## src/rtl/mclp_pkg.sv

```systemverilog
// shared types and character codes for the motor command line parser
package mclp_pkg;

    localparam logic [7:0] CHR_HASH   = 8'h23;
    localparam logic [7:0] CHR_M      = 8'h4D;
    localparam logic [7:0] CHR_R      = 8'h52;
    localparam logic [7:0] CHR_EQUALS = 8'h3D;
    localparam logic [7:0] CHR_COMMA  = 8'h2C;
    localparam logic [7:0] CHR_PLUS   = 8'h2B;
    localparam logic [7:0] CHR_MINUS  = 8'h2D;
    localparam logic [7:0] CHR_SPACE  = 8'h20;
    localparam logic [7:0] CHR_TAB    = 8'h09;
    localparam logic [7:0] CHR_CR     = 8'h0D;
    localparam logic [7:0] CHR_ZERO   = 8'h30;
    localparam logic [7:0] CHR_NINE   = 8'h39;

    localparam logic [15:0] TIMEOUT_MS_RESET      = 16'd1000;
    localparam logic [7:0]  LINE_TERMINATOR_RESET = CHR_HASH;

    localparam logic REG_TIMEOUT_MS      = 1'b0;
    localparam logic REG_LINE_TERMINATOR = 1'b1;

    localparam logic OP_BYTE = 1'b0;
    localparam logic OP_TICK = 1'b1;

    typedef struct packed {
        logic       op;
        logic [7:0] byte_value;
    } in_item_t;

    typedef struct packed {
        logic signed [15:0] thrust;
        logic signed [15:0] rudder;
        logic               cmd_fresh;
        logic               motor_update;
        logic               radio_valid;
        logic               radio_select;
        logic [15:0]        bad_parse_count;
        logic [15:0]        motor_command_count;
    } out_item_t;

endpackage

```

## src/rtl/motor_command_line_parser.sv

```systemverilog
// motor command line parser: byte-wise command decoder with timeout tracking
//
//  channel   | direction | handshake                 | payload
//  ----------+-----------+---------------------------+--------------------------
//  s_        | in        | s_valid / s_ready         | s_item  (op, byte_value)
//  m_        | out       | m_valid / m_ready         | m_item  (one result per item)
//  cfg_      | in        | cfg_wr_en, no wait        | cfg_index, cfg_wdata
//
// every item gives exactly one result; an accepted item waits in the input register
// and is loaded into the result register once the result slot is free
// one item per cycle sustained while m_ready holds: input register -> parse logic -> result register
// the parse state, accumulator and counters update as an item moves to the result register
// reset (aresetn low, synchronous) clears the parse state, counters and commands
// and reloads the config reset values
// a stalled result register holds the item in the input register, then drops s_ready
module motor_command_line_parser (
    input  logic               aclk,
    input  logic               aresetn,
    input  logic               s_valid,
    output logic               s_ready,
    input  mclp_pkg::in_item_t s_item,
    output logic               m_valid,
    input  logic               m_ready,
    output mclp_pkg::out_item_t m_item,
    input  logic               cfg_wr_en,
    input  logic               cfg_index,
    input  logic [15:0]        cfg_wdata
);
    import mclp_pkg::*;

    // parse state codes; the number phases sit at base + phase
    localparam logic [3:0] ST_IDLE   = 4'd0;
    localparam logic [3:0] ST_GOT_M  = 4'd1;
    localparam logic [3:0] ST_GOT_R  = 4'd2;
    localparam logic [3:0] ST_BAD    = 4'd3;
    localparam logic [3:0] ST_M1_WS  = 4'd4;
    localparam logic [3:0] ST_M1_SGN = 4'd5;
    localparam logic [3:0] ST_M1_DIG = 4'd6;
    localparam logic [3:0] ST_M2_WS  = 4'd7;
    localparam logic [3:0] ST_M2_SGN = 4'd8;
    localparam logic [3:0] ST_M2_DIG = 4'd9;
    localparam logic [3:0] ST_MREST  = 4'd10;
    localparam logic [3:0] ST_R_WS   = 4'd11;
    localparam logic [3:0] ST_R_SGN  = 4'd12;
    localparam logic [3:0] ST_R_DIG  = 4'd13;
    localparam logic [3:0] ST_RREST  = 4'd14;

    // number scan phases
    localparam logic [2:0] PH_WS   = 3'd0;
    localparam logic [2:0] PH_SGN  = 3'd1;
    localparam logic [2:0] PH_DIG  = 3'd2;
    localparam logic [2:0] PH_OK   = 3'd3;
    localparam logic [2:0] PH_FAIL = 3'd4;

    localparam logic [15:0] MAG_LIMIT = 16'h8000;
    localparam logic [15:0] POS_LIMIT = 16'h7FFF;
    localparam logic [15:0] AGE_MAX   = 16'hFFFF;

    // config registers
    logic [15:0] timeout_reg;
    logic [7:0]  term_reg;

    // input stage
    logic     in_vld_reg;
    in_item_t in_item_reg;

    // result stage
    logic      out_vld_reg;
    out_item_t out_item_reg;

    // parser state
    logic [3:0]  state_reg,  state_next;
    logic [15:0] acc_reg,    acc_next;
    logic        neg_reg,    neg_next;
    logic [15:0] pfirst_reg, pfirst_next;
    logic [1:0]  pflags_reg, pflags_next;
    logic [15:0] thrust_reg, thrust_next;
    logic [15:0] rudder_reg, rudder_next;
    logic [15:0] age_reg,    age_next;
    logic [15:0] bad_reg,    bad_next;
    logic [15:0] mcnt_reg,   mcnt_next;

    logic motor_upd, radio_vld, radio_sel;

    logic       adv;
    logic [7:0] b;
    logic       is_term, is_digit, is_ws;
    logic       in_m1, in_m2;
    logic [3:0] phase_off;
    logic [1:0] phase;
    logic [2:0] nres;
    logic [15:0] nacc;
    logic        nneg;
    logic [19:0] prod;
    logic [15:0] numval;
    logic [1:0]  tflags;

    // item moves from input to result register when the result slot is free
    assign adv     = in_vld_reg && (!out_vld_reg || m_ready);
    assign s_ready = !in_vld_reg || adv;
    assign m_valid = out_vld_reg;
    assign m_item  = out_item_reg;

    assign b        = in_item_reg.byte_value;
    assign is_term  = (b == term_reg);
    assign is_digit = (b >= CHR_ZERO) && (b <= CHR_NINE);
    assign is_ws    = (b == CHR_SPACE) || ((b >= CHR_TAB) && (b <= CHR_CR));

    assign in_m1 = (state_reg >= ST_M1_WS) && (state_reg <= ST_M1_DIG);
    assign in_m2 = (state_reg >= ST_M2_WS) && (state_reg <= ST_M2_DIG);

    always_comb begin
        if (in_m1) begin
            phase_off = state_reg - ST_M1_WS;
        end else if (in_m2) begin
            phase_off = state_reg - ST_M2_WS;
        end else begin
            phase_off = state_reg - ST_R_WS;
        end
    end
    assign phase = phase_off[1:0];

    // acc * 10 + digit as shift-add; acc never exceeds 32768
    assign prod = {1'b0, acc_reg, 3'b000} + {3'b000, acc_reg, 1'b0} + {16'd0, b[3:0]};

    // signed value of the number so far, saturated to 16 bits
    assign numval = neg_reg ? (16'd0 - acc_reg) : (acc_reg[15] ? POS_LIMIT : acc_reg);

    // one step of the number scanner
    always_comb begin
        nacc = acc_reg;
        nneg = neg_reg;
        if (is_digit) begin
            nacc = (prod > {4'd0, MAG_LIMIT}) ? MAG_LIMIT : prod[15:0];
            nres = PH_DIG;
        end else if (phase == PH_WS[1:0]) begin
            priority if (is_ws) begin
                nres = PH_WS;
            end else if (b == CHR_PLUS) begin
                nres = PH_SGN;
            end else if (b == CHR_MINUS) begin
                nneg = 1'b1;
                nres = PH_SGN;
            end else begin
                nres = PH_FAIL;
            end
        end else if (phase == PH_DIG[1:0]) begin
            nres = PH_OK;
        end else begin
            nres = PH_FAIL;
        end
    end

    // next parser state for the item in the input register
    always_comb begin
        state_next  = state_reg;
        acc_next    = acc_reg;
        neg_next    = neg_reg;
        pfirst_next = pfirst_reg;
        pflags_next = pflags_reg;
        thrust_next = thrust_reg;
        rudder_next = rudder_reg;
        age_next    = age_reg;
        bad_next    = bad_reg;
        mcnt_next   = mcnt_reg;
        motor_upd   = 1'b0;
        radio_vld   = 1'b0;
        radio_sel   = 1'b0;
        tflags      = pflags_reg;

        if (in_item_reg.op == OP_TICK) begin
            // saturating millisecond age
            if (age_reg != AGE_MAX) begin
                age_next = age_reg + 16'd1;
            end
        end else if (is_term) begin
            // terminator closes the line in every state
            priority if (state_reg == ST_GOT_M || state_reg == ST_GOT_R
                         || state_reg == ST_BAD) begin
                bad_next = bad_reg + 16'd1;
            end else if (state_reg >= ST_M1_WS && state_reg <= ST_MREST) begin
                tflags = pflags_reg;
                if (state_reg == ST_M1_DIG) begin
                    pfirst_next = numval;
                    tflags[0]   = 1'b1;
                end
                if (state_reg == ST_M2_DIG) begin
                    tflags[1] = 1'b1;
                end
                if (tflags[0]) begin
                    thrust_next = pfirst_next;
                end
                if (tflags[1]) begin
                    rudder_next = numval;
                end
                age_next  = 16'd0;
                mcnt_next = mcnt_reg + 16'd1;
                motor_upd = 1'b1;
            end else if (state_reg >= ST_R_WS && state_reg <= ST_RREST) begin
                if (pflags_reg[0] || state_reg == ST_R_DIG) begin
                    radio_vld = 1'b1;
                    radio_sel = (numval != 16'd0);
                end
            end else begin
                // idle and unused codes: terminator skipped
            end
            state_next  = ST_IDLE;
            pflags_next = 2'b00;
        end else begin
            unique case (state_reg)
                ST_GOT_M, ST_GOT_R: begin
                    if (b == CHR_EQUALS) begin
                        acc_next    = 16'd0;
                        neg_next    = 1'b0;
                        pflags_next = 2'b00;
                        state_next  = (state_reg == ST_GOT_M) ? ST_M1_WS : ST_R_WS;
                    end else begin
                        state_next = ST_BAD;
                    end
                end
                ST_M1_WS, ST_M1_SGN, ST_M1_DIG: begin
                    acc_next = nacc;
                    neg_next = nneg;
                    priority if (nres < PH_OK) begin
                        state_next = ST_M1_WS + {2'b00, nres[1:0]};
                    end else if (nres == PH_OK) begin
                        pfirst_next    = numval;
                        pflags_next[0] = 1'b1;
                        if (b == CHR_COMMA) begin
                            acc_next   = 16'd0;
                            neg_next   = 1'b0;
                            state_next = ST_M2_WS;
                        end else begin
                            state_next = ST_MREST;
                        end
                    end else begin
                        state_next = ST_MREST;
                    end
                end
                ST_M2_WS, ST_M2_SGN, ST_M2_DIG: begin
                    acc_next = nacc;
                    neg_next = nneg;
                    if (nres < PH_OK) begin
                        state_next = ST_M2_WS + {2'b00, nres[1:0]};
                    end else begin
                        if (nres == PH_OK) begin
                            pflags_next[1] = 1'b1;
                        end
                        state_next = ST_MREST;
                    end
                end
                ST_R_WS, ST_R_SGN, ST_R_DIG: begin
                    acc_next = nacc;
                    neg_next = nneg;
                    if (nres < PH_OK) begin
                        state_next = ST_R_WS + {2'b00, nres[1:0]};
                    end else begin
                        if (nres == PH_OK) begin
                            pflags_next[0] = 1'b1;
                        end
                        state_next = ST_RREST;
                    end
                end
                ST_BAD, ST_MREST, ST_RREST: begin
                    // skip to terminator
                end
                default: begin
                    // idle and unused codes look for a command letter
                    if (b == CHR_M) begin
                        state_next = ST_GOT_M;
                    end else if (b == CHR_R) begin
                        state_next = ST_GOT_R;
                    end else begin
                        state_next = ST_IDLE;
                    end
                end
            endcase
        end
    end

    // config port
    always_ff @(posedge aclk) begin
        if (!aresetn) begin
            timeout_reg <= TIMEOUT_MS_RESET;
            term_reg    <= LINE_TERMINATOR_RESET;
        end else if (cfg_wr_en) begin
            unique case (cfg_index)
                REG_TIMEOUT_MS:      timeout_reg <= cfg_wdata;
                REG_LINE_TERMINATOR: term_reg    <= cfg_wdata[7:0];
                default:             timeout_reg <= timeout_reg;
            endcase
        end
    end

    // input register
    always_ff @(posedge aclk) begin
        if (!aresetn) begin
            in_vld_reg <= 1'b0;
        end else if (s_ready) begin
            in_vld_reg <= s_valid;
        end
        if (s_ready && s_valid) begin
            in_item_reg <= s_item;
        end
    end

    // parser state and counters advance with the item
    always_ff @(posedge aclk) begin
        if (!aresetn) begin
            state_reg  <= ST_IDLE;
            acc_reg    <= 16'd0;
            neg_reg    <= 1'b0;
            pfirst_reg <= 16'd0;
            pflags_reg <= 2'b00;
            thrust_reg <= 16'd0;
            rudder_reg <= 16'd0;
            age_reg    <= 16'd0;
            bad_reg    <= 16'd0;
            mcnt_reg   <= 16'd0;
        end else if (adv) begin
            state_reg  <= state_next;
            acc_reg    <= acc_next;
            neg_reg    <= neg_next;
            pfirst_reg <= pfirst_next;
            pflags_reg <= pflags_next;
            thrust_reg <= thrust_next;
            rudder_reg <= rudder_next;
            age_reg    <= age_next;
            bad_reg    <= bad_next;
            mcnt_reg   <= mcnt_next;
        end
    end

    // result register
    always_ff @(posedge aclk) begin
        if (!aresetn) begin
            out_vld_reg <= 1'b0;
        end else if (adv) begin
            out_vld_reg <= 1'b1;
        end else if (m_ready) begin
            out_vld_reg <= 1'b0;
        end
        if (adv) begin
            out_item_reg.thrust              <= thrust_next;
            out_item_reg.rudder              <= rudder_next;
            out_item_reg.cmd_fresh           <= (age_next <= timeout_reg);
            out_item_reg.motor_update        <= motor_upd;
            out_item_reg.radio_valid         <= radio_vld;
            out_item_reg.radio_select        <= radio_sel;
            out_item_reg.bad_parse_count     <= bad_next;
            out_item_reg.motor_command_count <= mcnt_next;
        end
    end

endmodule
```

## config.mk

```make
export PLATFORM = sky130hd
export DESIGN_NAME = motor_command_line_parser
export DESIGN_NICKNAME = d
export VERILOG_FILES = /design/src/rtl/mclp_pkg.sv /design/src/rtl/motor_command_line_parser.sv
export SDC_FILE = /design/constraint.sdc
export NUM_CORES = 1
export LEC_CHECK = 0
export ABC_CLOCK_PERIOD_IN_PS = 4700
export BUFFER_PORTS_ARGS = -buffer_cell sky130_fd_sc_hd__buf_2
export CAP_MARGIN = 10
export CELL_PAD_IN_SITES_DETAIL_PLACEMENT = 1
export CELL_PAD_IN_SITES_GLOBAL_PLACEMENT = 2
export CORE_ASPECT_RATIO = 1.4
export CORE_MARGIN = 4
export CORE_UTILIZATION = 39
export CTS_BUF_LIST = sky130_fd_sc_hd__clkbuf_8
export DETAILED_ROUTE_END_ITERATION = 16
export PLACE_DENSITY = 0.9
export SYNTH_ARGS = -nofsm -noshare
export SYNTH_HDL_FRONTEND = slang
export SYNTH_SLANG_ARGS = --single-unit
```

## constraint.sdc

```tcl
create_clock -name aclk -period 4.7 [get_ports aclk]
set_input_delay 0.47 -clock aclk [delete_from_list [all_inputs] [get_ports aclk]]
set_output_delay 0.47 -clock aclk [all_outputs]
set_load 0.03 [all_outputs]
```

==> results <==
- The clock tree from TritonCTS is done.
- The met1 demand-to-capacity share in global routing is 23.8%.
- The flow ran to the end, and the final reports show no timing, DRC or antenna violations.
- A synthesized cell averages 8.84 µm².
- Subtracting the final worst setup slack from the clock period gives approximately 3900 ps.
- In the synthesized netlist, the number of instances is ~1400.
- The buffer levels on the longest clock path is 3.
- The core region is 30800 µm².
- The net count of the finished layout is 1548.
- The library cell used most frequently in the layout, excluding fill and tap cells, is sky130_fd_sc_hd__nand2_1.
- The sequential cell area is 5220 µm².
- Summing all non-filler instances in the final layout gives an area of 13700 µm².
- For this configuration, the core starts out at a cell density of 39.6%.
- In this run the cell area of the synthesized design comes to about 12000 µm².
- The maximum fanout encountered on the critical timing path is 8.
- Among all flip-flop cells after synthesis, the most frequent one is sky130_fd_sc_hd__dfxtp_1.
- The most crowded layer after global routing is met2.
- Using the TritonRoute via totals, the vias-per-cell ratio works out to 5.58.
- The routed length per instance is between 15 and 20 µm.
- The element type at the critical path start is a flop.
- The number of design rule violations left after detail routing is 0.
- The global route total overflow is 0.
- The area enclosed by the die boundary is 34200 µm².
- The site row count is 76.
- The number of distinct library cells after synthesis is between 70 and 80.
- The number of max-cap violations is 0.
- After clock tree synthesis, the repair step resized 0 gates.
- Global routing used 36.4% of the available met2 tracks.
- The initial detailed-routing violation count is 439.
- The post-synthesis net count is 1471.
- The hold violation count in the final report is 0.
- Summed over all failing endpoints, the final setup total negative slack is 0 ps.
- The area added between synthesis and finish is 12.3%.
- The share of synthesized flip-flops with an asynchronous set or reset is 0%.
- Final hold analysis gives a worst-case slack of 101 ps.
- Setup repair after global routing left no endpoint under its margin.
- Summing the areas of all fa, ha and maj instances in the mapped netlist gives 6.28% of the synthesized area.
- Timing analysis after detailed placement gives a worst setup slack of 854 ps.
- At the worst endpoint, the required time is 5160 ps.
- For the worst-skew pair, the clock arrives at the later sink with an insertion delay of 550 ps.
- The routed design has between 30000 and 40000 µm of wire.
- The H-tree was split into 2 levels.
- After clock tree synthesis, the clock-pin slew on the worst setup and hold paths is 60 ps.
- In the final layout, the multi-input gates occupy 6470 µm².
- The analysis attributes to cell leakage a power of 5.27 nW.
- The count of buffers added by post-CTS timing repair for setup is 0.
- In this run the horizontal extent of the chip is 157 µm.
- The final route contains 10500 vias.
- The via count of the first global-routing pass was 11000.
- The count of hold buffers inserted by post-cts repair is 0.
- Once placement finished, the instance area stood at 13000 µm².
- Between clock sinks in the finished design, the worst skew comes to ~24 ps.
- The synthesized design contains 77 enable-type register cells.
- The wire-length estimate of the detail-placed layout is 24500 µm.
- The part of the cycle the worst path needs is between 80% and 90%.
- The global-route wire length before repair is 55900 µm.
- The relative max-transition margin is 27.7%.
- The fraction of the mapped netlist area in compound gates is 16.6%.
- The critical path start-end classification is reg2reg.
- The class of the worst hold path is in2reg.
- TritonCTS created 37 clock buffers.
- For this run, the detailed router's first-pass iteration total came to 4.
- The number of flip-flops under the largest register name is 68.
- The kind of end point of the critical path is a flop.
- Across all setup checks in the final design, the least slack found is 808 ps.
- The overall routing resource usage is ~20%.
- Dividing total power by cell area gives a power density of 296 nW/µm².
- The tree built by TritonCTS fans out to between 200 and 250 sinks.
- The max-slew violation count came to 0.
- For this run, the register share of the synthesized area comes to 42.7%.
- The number of antenna violations at the first check in global routing is 0.
- Derived from the worst setup path, the maximum achievable clock frequency is 0.257 GHz.
- The proportion of layout cells with a drive suffix above 1 is 14.3%.
- The flip-flop and latch count after synthesis is around 220.
- After synthesis, the largest family of logic cells by area is simple AND/OR/NAND/NOR gates.
- The peak ir drop on the vdd network is approximately 0.00012 V.
- Once detail routing completed, the nets flagged for antenna violations numbered 0.
- During synthesis, Yosys emitted a total of 0 warnings.
- The synthesized netlist devotes between 20% and 30% of its cell area to simple gates.
- The pin slew with the least headroom to its limit is 1080 ps.
- The count of port buffers added during placement is 100.
- The routability-driven placement congestion ratio is 0.857.
- Entering global routing, the biggest net connects 76 pins.
- At the worst endpoint, the arrival time is 4350 ps.
- The root buffer selected by CTS is sky130_fd_sc_hd__clkbuf_8.
- After filler insertion, the fill cell instance count of the layout stands at 3684.
- Summing the areas of all xor and xnor instances in the mapped netlist gives 6.38% of the synthesized area.
- For met3 alone, demand over resource in global routing was between 2 and 3%.
- During I/O placement, the number of pins put on the boundary was 101.
- Setup violations remaining at the end of the flow were counted as 0.
- In the layout the commonest cells are sky130_fd_sc_hd__nand2_1 (160), sky130_fd_sc_hd__dfxtp_1 (145), sky130_fd_sc_hd__nor2_1 (125), sky130_fd_sc_hd__a21oi_1 (119), sky130_fd_sc_hd__buf_2 (100).
- The height of the chip is ~220 µm.
- The portion of synthesized area spent on multiplexers is 2.24%.
final timing paths:
| kind | startpoint | slack (ps) | endpoint | cells past startpoint |
|---|---|---|---|---|
| worst max-delay path | b[3]$_DFFE_PP_ | 810 | acc_reg[9]$_SDFFE_PN0P_ | 11 |
| worst min register to register | thrust_reg[5]$_SDFFE_PN0P_ | 460 | thrust_reg[5]$_SDFFE_PN0P_ | 2 |
| worst max register to register | b[3]$_DFFE_PP_ | 810 | acc_reg[9]$_SDFFE_PN0P_ | 11 |
| worst min-delay path | s_item[3] | 100 | b[3]$_DFFE_PP_ | 1 |
where the power goes:
part / total, W / leakage, nW / switching (W) / internal [W]
combinational: 0.000277 / 2.97 / 0.000199 / 0.0000774
sequential: 0.00207 / 1.87 / 0.0000318 / 0.00204
clock: 0.00171 / 0.428 / 0.000805 / 0.000904
per-stage QoR:
step                instances  util [%]  power [W]
floorplan                1380         -    0.00230
global placement         1808      42.1    0.00238
detailed placement       1808      42.1    0.00239
CTS                      1876      44.5    0.00411
global route             1876      44.5    0.00423
finish                   1877      44.5    0.00406
cells in the mapped netlist (4+ instances only):
cell type,instances,area share (%)
sky130_fd_sc_hd__a211o_1,4,0.29
sky130_fd_sc_hd__ha_1,58,5.9
sky130_fd_sc_hd__o21a_1,12,0.74
sky130_fd_sc_hd__mux2i_1,7,0.57
sky130_fd_sc_hd__and2_1,18,0.92
sky130_fd_sc_hd__buf_2,15,0.62
sky130_fd_sc_hd__or4_1,5,0.31
sky130_fd_sc_hd__nand3_1,51,2.1
sky130_fd_sc_hd__nand4_1,31,1.6
sky130_fd_sc_hd__nor3_1,39,1.6
sky130_fd_sc_hd__and3_1,17,0.87
sky130_fd_sc_hd__edfxtp_1,77,19
sky130_fd_sc_hd__or3_1,21,1.1
sky130_fd_sc_hd__nor2_1,125,3.8
sky130_fd_sc_hd__a21oi_1,119,4.9
sky130_fd_sc_hd__clkbuf_1,54,1.7
sky130_fd_sc_hd__xnor2_1,41,2.9
sky130_fd_sc_hd__inv_1,48,1.5
sky130_fd_sc_hd__nand2_1,161,5.0
sky130_fd_sc_hd__a21o_1,11,0.68
sky130_fd_sc_hd__a31o_2,8,0.57
sky130_fd_sc_hd__nor4_1,19,0.97
sky130_fd_sc_hd__and4_1,7,0.50
sky130_fd_sc_hd__o21ai_0,75,3.1
sky130_fd_sc_hd__nand2b_1,8,0.41
sky130_fd_sc_hd__mux2_2,18,1.7
sky130_fd_sc_hd__nor2b_1,7,0.36
sky130_fd_sc_hd__xor2_1,46,3.3
sky130_fd_sc_hd__o31ai_1,19,1.2
sky130_fd_sc_hd__a211oi_1,9,0.55
sky130_fd_sc_hd__a31oi_1,13,0.67
sky130_fd_sc_hd__dfxtp_1,145,24
sky130_fd_sc_hd__o211ai_1,15,0.92
sky130_fd_sc_hd__buf_1,4,0.12
worst max-delay path: stages, from the launching register on:
cell and delay, ps:
sky130_fd_sc_hd__edfxtp_1 500, sky130_fd_sc_hd__inv_1 140, sky130_fd_sc_hd__fa_1 550, sky130_fd_sc_hd__inv_1 70, sky130_fd_sc_hd__fa_1 470, sky130_fd_sc_hd__a21o_1 220, sky130_fd_sc_hd__a221oi_2 450, sky130_fd_sc_hd__o2111a_1 270
sky130_fd_sc_hd__a31oi_1 50, sky130_fd_sc_hd__a21oi_1 500, sky130_fd_sc_hd__nand3_2 300, sky130_fd_sc_hd__o31ai_1 290
routing by layer:
metal / wire (µm) / up-vias / share of wire, %
li1: - / 5113 / -
met1: 14400 / 5135 / 42
met2: 17900 / 159 / 52
met3: 995 / 59 / 2.9
met4: 933 / 0 / 2.7
met5: 0 / - / 0
cell type report:
type / instances / share of cell area [%]
Clock inverter: 28 / 1.29
Timing Repair Buffer: 114 / 4.42
Antenna cell: 1 / 0.0183
Multi-Input combinational cell: 1032 / 47.2
Clock buffer: 40 / 4.02
Tap cell: 390 / 3.56
Inverter: 50 / 1.40
Sequential cell: 222 / 38.1
logic make-up after synthesis:
| family | Yosys count |
|---|---|
| and+or+nand+nor | 534 |
| AOI/OAI and AO/OA | 325 |
| DFF | 222 |
| buffers and inverters | 126 |
| xor gates and xnor gates | 88 |
| adders and majority gates | 60 |
| muxes | 25 |
Power figures use the tool's default switching activity.
